### src/design/ase_pkg.sv
`timescale 1ns / 1ps

package ase_pkg;

    localparam int unsigned BUF_W      = 17;
    localparam int unsigned CNT_W      = 5;
    localparam int unsigned FRAME_BITS = 10;
    localparam int unsigned DATA_W     = 8;

    localparam logic [0:0] OP_BYTE = 1'b0;
    localparam logic [0:0] OP_BIT  = 1'b1;

    typedef struct packed {
        logic [DATA_W-1:0] char_out;
        logic              frame_error;
    } t_frame;

    typedef struct packed {
        logic   valid;
        t_frame frame;
    } t_frame_beat;

endpackage

### src/design/ase_if.sv
`timescale 1ns / 1ps

interface ase_in_if;
    logic       valid;
    logic       ready;
    logic       operation;
    logic [7:0] data_byte;
    logic       line_bit;

    modport source (output valid, output operation, output data_byte, output line_bit,
                    input ready);
    modport sink   (input valid, input operation, input data_byte, input line_bit,
                    output ready);
endinterface

interface ase_out_if;
    logic       valid;
    logic       ready;
    logic [7:0] char_out;
    logic       frame_error;

    modport source (output valid, output char_out, output frame_error, input ready);
    modport sink   (input valid, input char_out, input frame_error, output ready);
endinterface

### src/design/async_serial_frame_extractor.sv
`timescale 1ns / 1ps
// An accepted item is shifted into the buffer, eight bits for a byte write or one for a
// line bit; idle bits are then dropped from the top of the buffer (up to 7 ahead of a frame),
// and a complete frame is then registered in the output stage. A new item is accepted only
// while idle: not while the last one is shifted or trimmed, nor while a complete frame
// waits for the output register, which stays full while its frame waits for the sink.
// Reset (synchronous, active low): buffer all ones, bit count zero, output empty.
module async_serial_frame_extractor
    import ase_pkg::*;
(
    input  logic   i_clk,
    input  logic   i_rst_n,
    ase_in_if.sink   i_in,
    ase_out_if.source o_out
);

    logic        w_start;
    logic        w_idle;
    logic        w_push_ok;
    t_frame_beat w_frame;
    t_frame      w_out;

    assign i_in.ready = w_idle;
    assign w_start    = i_in.valid && w_idle;

    ase_core u_core (
        .i_clk       (i_clk),
        .i_rst_n     (i_rst_n),
        .i_start     (w_start),
        .i_operation (i_in.operation),
        .i_data_byte (i_in.data_byte),
        .i_line_bit  (i_in.line_bit),
        .i_push_ok   (w_push_ok),
        .o_idle      (w_idle),
        .o_frame     (w_frame)
    );

    ase_out_reg u_out (
        .i_clk     (i_clk),
        .i_rst_n   (i_rst_n),
        .i_frame   (w_frame),
        .i_ready   (o_out.ready),
        .o_push_ok (w_push_ok),
        .o_valid   (o_out.valid),
        .o_frame   (w_out)
    );

    assign o_out.char_out    = w_out.char_out;
    assign o_out.frame_error = w_out.frame_error;

endmodule

### src/design/ase_core.sv
`timescale 1ns / 1ps

module ase_core
    import ase_pkg::*;
(
    input  logic              i_clk,
    input  logic              i_rst_n,
    input  logic              i_start,
    input  logic              i_operation,
    input  logic [DATA_W-1:0] i_data_byte,
    input  logic              i_line_bit,
    input  logic              i_push_ok,
    output logic              o_idle,
    output t_frame_beat       o_frame
);

    localparam logic [1:0] ST_IDLE  = 2'd0;
    localparam logic [1:0] ST_SHIFT = 2'd1;
    localparam logic [1:0] ST_TRIM  = 2'd2;

    logic [1:0]        r_state, n_state;
    logic [BUF_W-1:0]  r_buf, n_buf;
    logic [CNT_W-1:0]  r_cnt, n_cnt;
    logic [DATA_W-1:0] r_sreg, n_sreg;
    logic [2:0]        r_left, n_left;

    logic              w_ge10;
    logic              w_top;
    logic              w_stop;
    logic [DATA_W-1:0] w_char;
    logic [CNT_W-1:0]  w_top_idx;
    logic [CNT_W-1:0]  w_stop_idx;

    assign w_ge10     = (r_cnt >= CNT_W'(FRAME_BITS));
    assign w_top_idx  = r_cnt - CNT_W'(1);
    assign w_stop_idx = r_cnt - CNT_W'(FRAME_BITS);
    assign w_top      = w_ge10 && r_buf[w_top_idx];
    assign w_stop     = r_buf[w_stop_idx];

    // first data bit sent sits just below the start bit
    always_comb begin
        for (int i = 0; i < DATA_W; i++) begin
            w_char[i] = r_buf[r_cnt - CNT_W'(2) - CNT_W'(i)];
        end
    end

    always_comb begin
        n_state = r_state;
        n_buf   = r_buf;
        n_cnt   = r_cnt;
        n_sreg  = r_sreg;
        n_left  = r_left;
        o_frame = '0;
        unique case (r_state)
            ST_IDLE: begin
                if (i_start) begin
                    n_state = ST_SHIFT;
                    if (i_operation == OP_BIT) begin
                        n_sreg = {i_line_bit, {(DATA_W-1){1'b0}}};
                        n_left = 3'd0;
                    end else begin
                        n_sreg = i_data_byte;
                        n_left = 3'd7;
                    end
                end
            end
            ST_SHIFT: begin
                n_buf  = {r_buf[BUF_W-2:0], r_sreg[DATA_W-1]};
                n_sreg = {r_sreg[DATA_W-2:0], 1'b0};
                n_cnt  = (r_cnt == CNT_W'(BUF_W)) ? r_cnt : r_cnt + CNT_W'(1);
                n_left = r_left - 3'd1;
                if (r_left == 3'd0) begin
                    n_state = ST_TRIM;
                end
            end
            ST_TRIM: begin
                if (w_top) begin
                    n_cnt = r_cnt - CNT_W'(1);
                end else if (w_ge10) begin
                    if (i_push_ok) begin
                        o_frame.valid             = 1'b1;
                        o_frame.frame.frame_error = !w_stop;
                        o_frame.frame.char_out    = w_stop ? w_char : '0;
                        n_cnt   = r_cnt - CNT_W'(FRAME_BITS);
                        n_state = ST_IDLE;
                    end
                end else begin
                    n_state = ST_IDLE;
                end
            end
            default: n_state = ST_IDLE;
        endcase
    end

    assign o_idle = (r_state == ST_IDLE);

    always_ff @(posedge i_clk) begin
        if (!i_rst_n) begin
            r_state <= ST_IDLE;
            r_buf   <= '1;
            r_cnt   <= '0;
        end else begin
            r_state <= n_state;
            r_buf   <= n_buf;
            r_cnt   <= n_cnt;
        end
        r_sreg <= n_sreg;
        r_left <= n_left;
    end

    a_cnt_max: assert property (@(posedge i_clk) disable iff (!i_rst_n)
        r_cnt <= CNT_W'(BUF_W))
        else $error("bit count above buffer width");

    a_idle_cnt: assert property (@(posedge i_clk) disable iff (!i_rst_n)
        (r_state == ST_IDLE) |-> (r_cnt < CNT_W'(FRAME_BITS)))
        else $error("complete frame left in buffer while idle");

    a_emit_drop: assert property (@(posedge i_clk) disable iff (!i_rst_n)
        o_frame.valid |=> (r_state == ST_IDLE) && (r_cnt == $past(r_cnt) - CNT_W'(FRAME_BITS)))
        else $error("frame not consumed after emit");

endmodule

### src/design/ase_out_reg.sv
`timescale 1ns / 1ps

module ase_out_reg
    import ase_pkg::*;
(
    input  logic        i_clk,
    input  logic        i_rst_n,
    input  t_frame_beat i_frame,
    input  logic        i_ready,
    output logic        o_push_ok,
    output logic        o_valid,
    output t_frame      o_frame
);

    logic   r_valid, n_valid;
    t_frame r_frame;

    assign o_push_ok = !r_valid || i_ready;
    assign n_valid   = i_frame.valid || (r_valid && !i_ready);

    always_ff @(posedge i_clk) begin
        if (!i_rst_n) begin
            r_valid <= 1'b0;
        end else begin
            r_valid <= n_valid;
        end
        if (i_frame.valid) begin
            r_frame <= i_frame.frame;
        end
    end

    assign o_valid = r_valid;
    assign o_frame = r_frame;

endmodule
### src/flat_wrapper.sv
// flat-port wrapper written by rule: the top's interface ports become plain ports
module async_serial_frame_extractor_flat import ase_pkg::*;
  (i_clk, i_rst_n, i_in_valid, i_in_operation, i_in_data_byte, i_in_line_bit, i_in_ready, o_out_valid, o_out_char_out, o_out_frame_error, o_out_ready);
  ase_in_if i_in_i ();
  ase_out_if o_out_i ();
  input  logic i_clk;
  input  logic i_rst_n;
  input wire logic [$bits(i_in_i.valid)-1:0] i_in_valid;
  input wire logic [$bits(i_in_i.operation)-1:0] i_in_operation;
  input wire logic [$bits(i_in_i.data_byte)-1:0] i_in_data_byte;
  input wire logic [$bits(i_in_i.line_bit)-1:0] i_in_line_bit;
  output wire logic [$bits(i_in_i.ready)-1:0] i_in_ready;
  output wire logic [$bits(o_out_i.valid)-1:0] o_out_valid;
  output wire logic [$bits(o_out_i.char_out)-1:0] o_out_char_out;
  output wire logic [$bits(o_out_i.frame_error)-1:0] o_out_frame_error;
  input wire logic [$bits(o_out_i.ready)-1:0] o_out_ready;
  assign i_in_i.valid = i_in_valid;
  assign i_in_i.operation = i_in_operation;
  assign i_in_i.data_byte = i_in_data_byte;
  assign i_in_i.line_bit = i_in_line_bit;
  assign i_in_ready = i_in_i.ready;
  assign o_out_valid = o_out_i.valid;
  assign o_out_char_out = o_out_i.char_out;
  assign o_out_frame_error = o_out_i.frame_error;
  assign o_out_i.ready = o_out_ready;
  async_serial_frame_extractor u_core (.i_clk(i_clk), .i_rst_n(i_rst_n), .i_in(i_in_i), .o_out(o_out_i));
endmodule
### config.mk
export PLATFORM = sky130hd
export DESIGN_NAME = async_serial_frame_extractor_flat
export DESIGN_NICKNAME = d
export VERILOG_FILES = /design/src/design/ase_pkg.sv /design/src/design/ase_if.sv /design/src/design/async_serial_frame_extractor.sv /design/src/design/ase_core.sv /design/src/design/ase_out_reg.sv /design/src/flat_wrapper.sv
export SDC_FILE = /design/constraint.sdc
export NUM_CORES = 1
export LEC_CHECK = 0
export BUFFER_PORTS_ARGS = -buffer_cell sky130_fd_sc_hd__buf_4
export CAP_MARGIN = 20
export CORE_MARGIN = 3
export CORE_UTILIZATION = 50
export DETAILED_ROUTE_END_ITERATION = 8
export GPL_ROUTABILITY_DRIVEN = 0
export HOLD_SLACK_MARGIN = 0.06
export PLACE_DENSITY = 0.68
export SETUP_SLACK_MARGIN = 0.3
export SLEW_MARGIN = 10
export SYNTH_ARGS = -nofsm -noshare
export SYNTH_HDL_FRONTEND = slang
export SYNTH_HIERARCHICAL = 1
export SYNTH_SLANG_ARGS = --single-unit
### constraint.sdc
create_clock -name i_clk -period 8 [get_ports i_clk]
set_input_delay 1.6 -clock i_clk [delete_from_list [all_inputs] [get_ports i_clk]]
set_output_delay 1.6 -clock i_clk [all_outputs]
set_load 0.01 [all_outputs]
* Word level (Yosys, flattened, before mapping)
Index checks and enable logic that the tools add are counted.
** Storage, ports and cells
- Flip-flop bits (word level) :: 45
- Bits of input ports :: 14
- Output and inout bits :: 11
- Logic and storage cells :: 104
** Cells by class
- Add/subtract/negate cells :: 12
- Magnitude comparators :: 11
- Equal/unequal tests :: 10
- Muxes and demuxes :: 42
- Bitwise gates (word level) :: 4
- Reductions and logical operators :: 17
** Operator list (number)
- 5-bit by 6-bit less-than comparator with 1-bit output, second input constant :: 10
- 1-bit binary-select mux with 5-bit select :: 10
- 10-bit two-way mux :: 4
- 8-bit two-way mux :: 3
- 5-bit two-way mux :: 4
- 5-bit by 3-bit subtractor with 5-bit output, second input constant :: 4
- 8-bit case mux with 2 select lines :: 1
- 5-bit by 2-bit subtractor with 5-bit output, second input constant :: 3
- 1-bit two-way mux :: 10
- 2-bit two-way mux :: 5
- 5-bit case mux with 2 select lines :: 1
- 5-bit by 1-bit subtractor with 5-bit output, second input constant :: 2
- 3-bit inequality test, second input constant :: 3
- 2-bit inequality test, second input constant :: 4
- 4-bit AND reduction :: 2
- 3-bit two-way mux :: 2
- 2-bit case mux with 3 select lines :: 1
- 3-bit case mux with 2 select lines :: 1
- 5-bit by 1-bit adder with 5-bit output, second input constant :: 1
- 5-bit equality test, second input constant :: 1
- 5-bit by 4-bit greater-or-equal comparator with 1-bit output, second input constant :: 1
- 5-bit OR reduction :: 1
- 5-bit by 4-bit subtractor with 5-bit output, second input constant :: 1
- 1-bit NOT :: 4
- other kinds (11) :: 17

* Logic depth before layout (Yosys ltp)
Gate-level depths: netlist (run 1).
- Depth after elaboration :: 10
- Mapped depth :: 12
- Gate-level depth less buffers :: 10

* Modules after synthesis
The synthesis (run 1) kept the hierarchy.
** By module, submodules not included
- ase_core :: times used 1, cells each 353, area an instance 3096.7 µm², seq. area each 810.8 µm²
- ase_out_reg :: times used 1, cells each 13, area an instance 319.1 µm², seq. area each 290.3 µm²
- async_serial_frame_extractor :: times used 1, cells each 1, area an instance 6.3 µm², seq. area each 0.0 µm²

* Least setup slack after synthesis (run 1)
No wires, ideal clock.
- Path kind :: register to register
- From :: register u_core.u_core.r_cnt[1]
- To :: register u_core.u_out.r_frame, in the netlist u_core/u_out/o_frame[0] (enable)
- Setup time :: 0.333 ns
- Arrival time :: 2.640 ns
- Data required time :: 7.667 ns
- Path slack :: 5.027 ns
- Stages on the path, launching flop included :: 10
- Buffers on the path :: 1
- Clock period less this slack :: 2.973 ns
- Path through :: dfxtp_1 buf_2 inv_1 ha_1 mux4_2 nand2b_1 o2111a_1 a21oi_1 o211ai_1 inv_1
** RTL lines
- from (decl) :: line ase_core.sv:23 : logic [CNT_W-1:0] r_cnt, n_cnt;
- from (signal assigned) :: line ase_core.sv:105 : r_cnt <= n_cnt;
- to (signal assigned) :: line ase_out_reg.sv:28 : r_frame <= i_frame.frame;
- to (decl) :: line ase_out_reg.sv:16 : t_frame r_frame;

* Final worst setup path (run 1)
- From :: register u_core.u_core.r_cnt[1]
- To :: register u_core.u_out.r_frame, in the netlist u_core/u_out/o_frame[5] (data pin)
** On the way
- Cells in the longest elaborated chain, start to end :: 5
- Elaborated cells between the ends (all ways) :: 15
- Those cells by class :: add/sub (4); order compare (1); mux (6); bitwise (2); reduce/logical (2)
** Ends and longest elaborated chain
- branches (longest 5 deep; another with 5-bit by 2-bit subtractor with 5-bit output)
Several ways; the timed one is not identified. The select of a mux whose other input is x is not followed.
A chain may end at the register's enable or synchronous reset.

==> results of run 1 <==
sequential cells by signal, summed over array words and instances (netlist names):
signal / cells
u_core/u_core/r_sreg: 8
u_core/u_out/o_valid: 1
u_core/u_core/r_state: 2
u_core/u_core/r_left: 3
u_core/u_core/r_buf: 17
u_core/u_out/o_frame: 9
u_core/u_core/r_cnt: 5
worst max path at each step:
stage / from / end / slack [ps] / depth (start not counted)
after global routing: u_core/u_core/r_cnt[1] / u_core/u_out/o_frame[5] / 3720 / 9
after floorplan: u_core/u_core/r_cnt[1] / u_core/u_out/o_frame[0] / 5030 / 9
after global placement: u_core/u_core/r_cnt[1] / u_core/u_core/r_cnt[3] / 4230 / 9
after detailed placement: u_core/u_core/r_cnt[1] / u_core/u_core/r_cnt[3] / 4120 / 9
final: u_core/u_core/r_cnt[1] / u_core/u_out/o_frame[5] / 4040 / 9
after CTS: u_core/u_core/r_cnt[1] / u_core/u_out/o_frame[5] / 4080 / 9
cell type report:
| cell class | count | area, sq um | area share, % |
|---|---|---|---|
| tap | 77 | 96.3 | 2.59 |
| inverter | 13 | 48.8 | 1.31 |
| clock inverter | 3 | 17.5 | 0.471 |
| clock buffer | 5 | 68.8 | 1.85 |
| sequential | 45 | 1100 | 29.6 |
| timing repair buffer | 28 | 218 | 5.85 |
| multi-input combinational | 286 | 2170 | 58.3 |
cell families (layout without fill, tap and decap cells):
kind of cell / after synthesis / in the layout / synth area share (%)
mux: 33 / 33 / 18.1
buf+inv: 36 / 49 / 4.50
fa+ha+maj: 18 / 18 / 6.58
compound gates: 46 / 46 / 9.58
simple gates: 163 / 163 / 22.4
flops: 45 / 45 / 32.2
xor+xnor: 26 / 26 / 6.65
synthesized netlist by cell type, types with 3 or more instances:
| cell | count |
|---|---|
| nor2b_1 | 5 |
| edfxtp_1 | 20 |
| nand2b_1 | 7 |
| or3_1 | 3 |
| inv_1 | 12 |
| xnor2_1 | 16 |
| nand3b_1 | 7 |
| nor2_1 | 28 |
| nand2_1 | 70 |
| mux4_2 | 23 |
| nor3_1 | 4 |
| clkbuf_1 | 11 |
| ha_1 | 18 |
| o21ai_0 | 8 |
| dfxtp_1 | 25 |
| mux2i_1 | 8 |
| buf_2 | 9 |
| nand3_1 | 26 |
| xor2_1 | 10 |
| a21oi_1 | 15 |
metal layers:
layer  share of wire (%)  vias to the layer above
li1                    -                     1333
met3                 4.9                       14
met4                 1.7                        0
met1                  46                     1288
met5                   0                        -
met2                  47                       91
per-stage QoR:
stage | setup slack [ps] | power, mW | util (%) | area, sq um
3_5_place_dp | 4120 | 0.513 | 55.6 | 3610
6_report | 4040 | 0.656 | 57.3 | 3720
4_1_cts | 4080 | 0.655 | 56.9 | 3700
3_3_place_gp | 4230 | 0.507 | 55.6 | 3610
2_1_floorplan | 5030 | 0.466 | - | 3420
5_1_grt | 3720 | 0.694 | 57.3 | 3720
critical path: stages, from the launching register on:
cell	delay, ps
dfxtp_1	830
inv_1	340
ha_1	780
mux4_2	610
nand2b_1	160
o2111a_1	150
a21oi_1	260
o211ai_1	190
nand2b_1	290
a21oi_1	190
power groups by stage:
stage                     logic, mW  clock network (mW)  registers [mW]
final                         0.224               0.143           0.289
after global routing          0.247               0.156           0.292
after CTS                     0.220               0.147           0.288
after detailed placement      0.219                   0           0.293
after global placement        0.215                   0           0.292
after floorplan               0.183                   0           0.283
cells in the final DEF, fill, tap and decap left out, types with 2 or more instances in the layout:
cell	synthesis	routed
nand2_1	70	70
nor2_1	28	28
buf_4	2	27
nand3_1	26	26
dfxtp_1	25	25
mux4_2	23	23
edfxtp_1	20	20
ha_1	18	18
xnor2_1	16	16
a21oi_1	15	15
inv_1	12	12
xor2_1	10	10
mux2i_1	8	8
o21ai_0	8	8
nand2b_1	7	7
nand3b_1	7	7
clkbuf_8	0	5
nor2b_1	5	4
nor3_1	4	4
or3_1	3	3
clkinv_2	0	2
and2_1	2	2
mux2_2	2	2
nor4b_1	2	2
or4_1	2	2
nor3b_1	2	2
a31oi_1	2	2
o221ai_1	2	2
==> metrics.md, run 1 <==
| Metric | Value |
|---|---|
| Initial Utilization | 52.7% |
| DRC viols | 0 |
| Clock buffer depth | 2 |
| Power per cell area | 176 nW/um^2 |
| Top post-synthesis cells by area | edfxtp_1, mux4_2, dfxtp_1 |
| Layout area overhead | 8.70% |
| Final WL | 7520 um |
| Gate Count Post-Synth | 367 |
| Met3 usage | 3.72% |
| RSZ-0062 raised after global routing | false |
| Post-CTS setup buffer count | 0 |
| R2R depth | 9 |
| Setup CP Type | reg -> reg |
| Pint | 431 uW |
| TritonCTS buffer count | 5 |
| Worst Hold Class | reg -> reg |
| Setup_tns | 0 ps |
| CP endpoint kind | flip-flop |
| Final Setup Violations | 0 |
| Vias in the first global route | 2560 |
| Worst-path clk slew | 90 ps |
| First DRT Iteration DRCs | 207 |
| Synth async-reset ratio | 0% |
| I/O pins | 25 |
| GRT overflow | 0 |
| Yosys reg bits | 45 |
| Startpoint types | flip-flop |
| Antenna violations before repair | 0 |
| Synth Flop Type | dfxtp_1 |
| Min cycle time layout | 3960 ps |
| Critical path peak fanout | 19 |
| Max IR drop VDD | 0.0883 mV |
| Fin nets | 411 |
| Clk_skew | 5.38 ps |
| Pins Over Slew Limit | 0 |
| Final ANT Viol Nets | 0 |
| RR Endpoint | u_core/u_out/o_frame[5] |
| Hold-fix buffers at CTS | 0 |
| Synth top area share | 17.6% |
| Met2 usage | 32.5% |
| Crit path DAT | 4110 ps |
| Netlist cell types | 54 |
| Met1 capacity usage during global routing | 28.6% |
| Yosys Warn Count | 6 |
| Hold WS | 475 ps |
| Leakage | 1.39 nW |
| Sequential share of power | 44.0% |
| Psw | 225 uW |
| Die height | 88.7 um |
| H-tree Lvls | 2 |
| PortBufs | 24 |
| Post-Syn Area per Cell | 9.32 sq um |
| Die Wd | 88.7 um |
| Final period util | 49.5% |
| Post-DP HPWL | 5420 um |
| Clock power share | 21.8% |
| Non-Filler Instances | 457 |
| Hold endpoint | u_core/u_core/r_buf[0] |
| First-pass GRT wire length | 12700 um |
| Skew-Pair Late Insertion Delay | 300 ps |
| Total track usage | 20.5% |
| Max Clk Rate | 253 MHz |
| Setup slack, reg-to-reg | 4040 ps |
| Sw frac | 34.3% |
| Maxcap violations | 0 |
| Gr busiest metal | met2 |
| DR pass1 iterations | 4 |
| Synthesized Nets | 399 |
| Slew HR | 35.2% |
| Fraction of layout cells with a size suffix above 1 | 17.9% |
| EDFF count, synth | 20 |
| Worst-Margin Slew | 972 ps |
| Gate power share | 34.2% |
| Resized cells post-CTS | 0 |
| Core ar. | 6490 sq um |
| N_diodes | 0 |
| Wire per inst | 16.5 um |
| Sink Count | 45 |
| Largest net degree at the start of global routing | 31 |
| R2R Path Start | u_core/u_core/r_cnt[1] |
| Fillers | 568 |
| Via count | 2726 |
| CTS tree | built |
| Die area | 7870 sq um |
| Hold Vio Cnt, Final | 0 |
| Min-delay src | u_core/u_core/r_sreg[7] |
| Hold Path Depth | 2 |
| Sequential element share of the synthesized area | 32.2% |
| Placed instance count | 447 |
| Data required, critical path | 8150 ps |
| # rows | 29 |
| Synth Cell Area | 3420 sq um |
| Clock Tree Root | clkbuf_8 |
| Avg Vias per Cell | 5.96 |
| Dominant cell type by area after synthesis | edfxtp_1 |
| Status | complete, no violations |
Note: power is estimated with default switching activity, not from simulation.
==> inputs of run 2 (changes only) <==
==> constraint.sdc (replaced) <==
create_clock -name i_clk -period 3.7 [get_ports i_clk]
set_input_delay 0.74 -clock i_clk [delete_from_list [all_inputs] [get_ports i_clk]]
set_output_delay 0.74 -clock i_clk [all_outputs]
set_load 0.01 [all_outputs]
==> run 2 against run 1 <==
  * Setup slack lost 3400 ps
  * Clock power grew to 2.6 times the previous value
  * Largest power group unchanged
  * Critical path type unchanged
  * Sequential power grew 110%
  * Maximum frequency grew 29%
  * Sequential cell count is the same
==> metrics.md, run 2 (same netlist as run 1, synthesis figures left out) <==
| Metric | Value |
|---|---|
| First-pass GRT wire length | 12600 um |
| Clock Tree Root | clkbuf_8 |
| Setup_tns | 0 ps |
| # rows | 29 |
| Wire per inst | 16.0 um |
| Initial Utilization | 52.7% |
| Fillers | 536 |
| Fin nets | 415 |
| Final WL | 7390 um |
| H-tree Lvls | 2 |
| Leakage | 1.42 nW |
| DRC viols | 0 |
| Placed instance count | 451 |
| Largest net degree at the start of global routing | 31 |
| R2R depth | 8 |
| Power per cell area | 394 nW/um^2 |
| TritonCTS buffer count | 5 |
| Layout area overhead | 10.3% |
| Hold Path Depth | 2 |
| Data required, critical path | 3660 ps |
| Worst-path clk slew | 90 ps |
| Crit path DAT | 3040 ps |
| Status | complete, no violations |
| Final Setup Violations | 0 |
| Non-Filler Instances | 461 |
| RR Endpoint | u_core/u_out/o_frame[2] |
| Max Clk Rate | 325 MHz |
| Pins Over Slew Limit | 0 |
| Sink Count | 45 |
| Critical path peak fanout | 11 |
| Setup CP Type | reg -> reg |
| Clk_skew | 10.3 ps |
| Most flop-heavy register | u_core/u_core/r_buf |
| Die Wd | 88.7 um |
| Max IR drop VDD | 0.204 mV |
| Final period util | 83.2% |
| Resized cells post-CTS | 0 |
| I/O pins | 25 |
| PortBufs | 24 |
| Via count | 2777 |
| Min cycle time layout | 3080 ps |
| Hold Vio Cnt, Final | 0 |
| R2R Path Start | u_core/u_core/r_cnt[2] |
| Hold WS | 475 ps |
| First DRT Iteration DRCs | 200 |
| RSZ-0062 raised after global routing | false |
| DR pass1 iterations | 5 |
| Most common cell after layout, fill and taps aside | nand2_1 |
| Setup slack, reg-to-reg | 620 ps |
| Hold-fix buffers at CTS | 0 |
| Post-CTS setup buffer count | 0 |
| Die area | 7870 sq um |
| Min-delay src | u_core/u_core/r_sreg[7] |
| N_diodes | 0 |
| Slew HR | 38.4% |
| Skew-Pair Late Insertion Delay | 310 ps |
| Fraction of layout cells with a size suffix above 1 | 18.5% |
| Total track usage | 20.5% |
| Hold endpoint | u_core/u_core/r_buf[0] |
| Worst Hold Class | reg -> reg |
| Largest register FFs | 17 |
| Clock buffer depth | 2 |
| Startpoint types | flip-flop |
| Antenna violations before repair | 0 |
| Most frequent cells in the layout | nand2_1, buf_4, nor2_1 |
| GRT overflow | 0 |
| Worst-Margin Slew | 921 ps |
| Maxcap violations | 0 |
| CP endpoint kind | flip-flop |
| Post-DP HPWL | 5320 um |
| CTS tree | built |
| Die height | 88.7 um |
| Final ANT Viol Nets | 0 |
| Vias in the first global route | 2490 |
| Core ar. | 6490 sq um |
| Avg Vias per Cell | 6.02 |
## run 2: layout make-up
class                   instances  area (sq um)  area share (%)
clock buffers                   5          68.8            1.82
flip-flops and latches         45          1100            29.2
inverters                      13          48.8            1.29
well taps                      77          96.3            2.55
clock inverters                 3          41.3            1.09
multi-input cells             286          2170            57.5
repair buffers                 32           248            6.56
## run 2: where the power goes
part           switching, mW  total, mW  leakage (nW)  internal (mW)
clock                  0.177      0.376        0.0518          0.199
combinational          0.260      0.495         0.989          0.235
sequential            0.0443      0.615         0.378          0.571
total                  0.482       1.49          1.42           1.00
## run 2: how the worst max path moves through the flow
stage | start | to | slack (ps) | depth (start not counted)
3_5_place_dp | u_core/u_core/r_cnt[2] | u_core/u_out/o_frame[5] | 610 | 7
6_report | u_core/u_core/r_cnt[2] | u_core/u_out/o_frame[2] | 620 | 8
4_1_cts | u_core/u_core/r_cnt[2] | u_core/u_out/o_frame[5] | 570 | 7
5_1_grt | u_core/u_core/r_cnt[2] | u_core/u_out/o_frame[5] | 330 | 9
2_1_floorplan | u_core/u_core/r_cnt[1] | u_core/u_out/o_frame[0] | 730 | 9
3_3_place_gp | u_core/u_core/r_cnt[2] | u_core/u_out/o_frame[2] | 680 | 8
## run 2: metal layers
| metal | GRT usage [%] | up-vias | part of all wire, % |
|---|---|---|---|
| met5 | 0 | - | 0 |
| met4 | 6.18 | 0 | 1.3 |
| met3 | 4.28 | 9 | 6.6 |
| met2 | 32.5 | 117 | 49 |
| met1 | 28.2 | 1310 | 43 |
| li1 | - | 1341 | - |
## run 2: critical path: stages (launching register included)
cell      delay, ps
dfxtp_1         580
inv_1           250
ha_1            350
a21boi_4        200
xnor2_1         310
mux2_2          390
nor2_1          160
o211ai_1        150
inv_1           340
## run 2: stage by stage
step / util [%] / power, mW / cell area, sq um / setup WS (ps)
2_1_floorplan: - / 1.01 / 3420 / 727
3_3_place_gp: 56.1 / 1.10 / 3640 / 676
3_5_place_dp: 56.1 / 1.11 / 3640 / 607
4_1_cts: 57.8 / 1.49 / 3750 / 572
5_1_grt: 58.1 / 1.58 / 3770 / 335
6_report: 58.1 / 1.49 / 3770 / 622
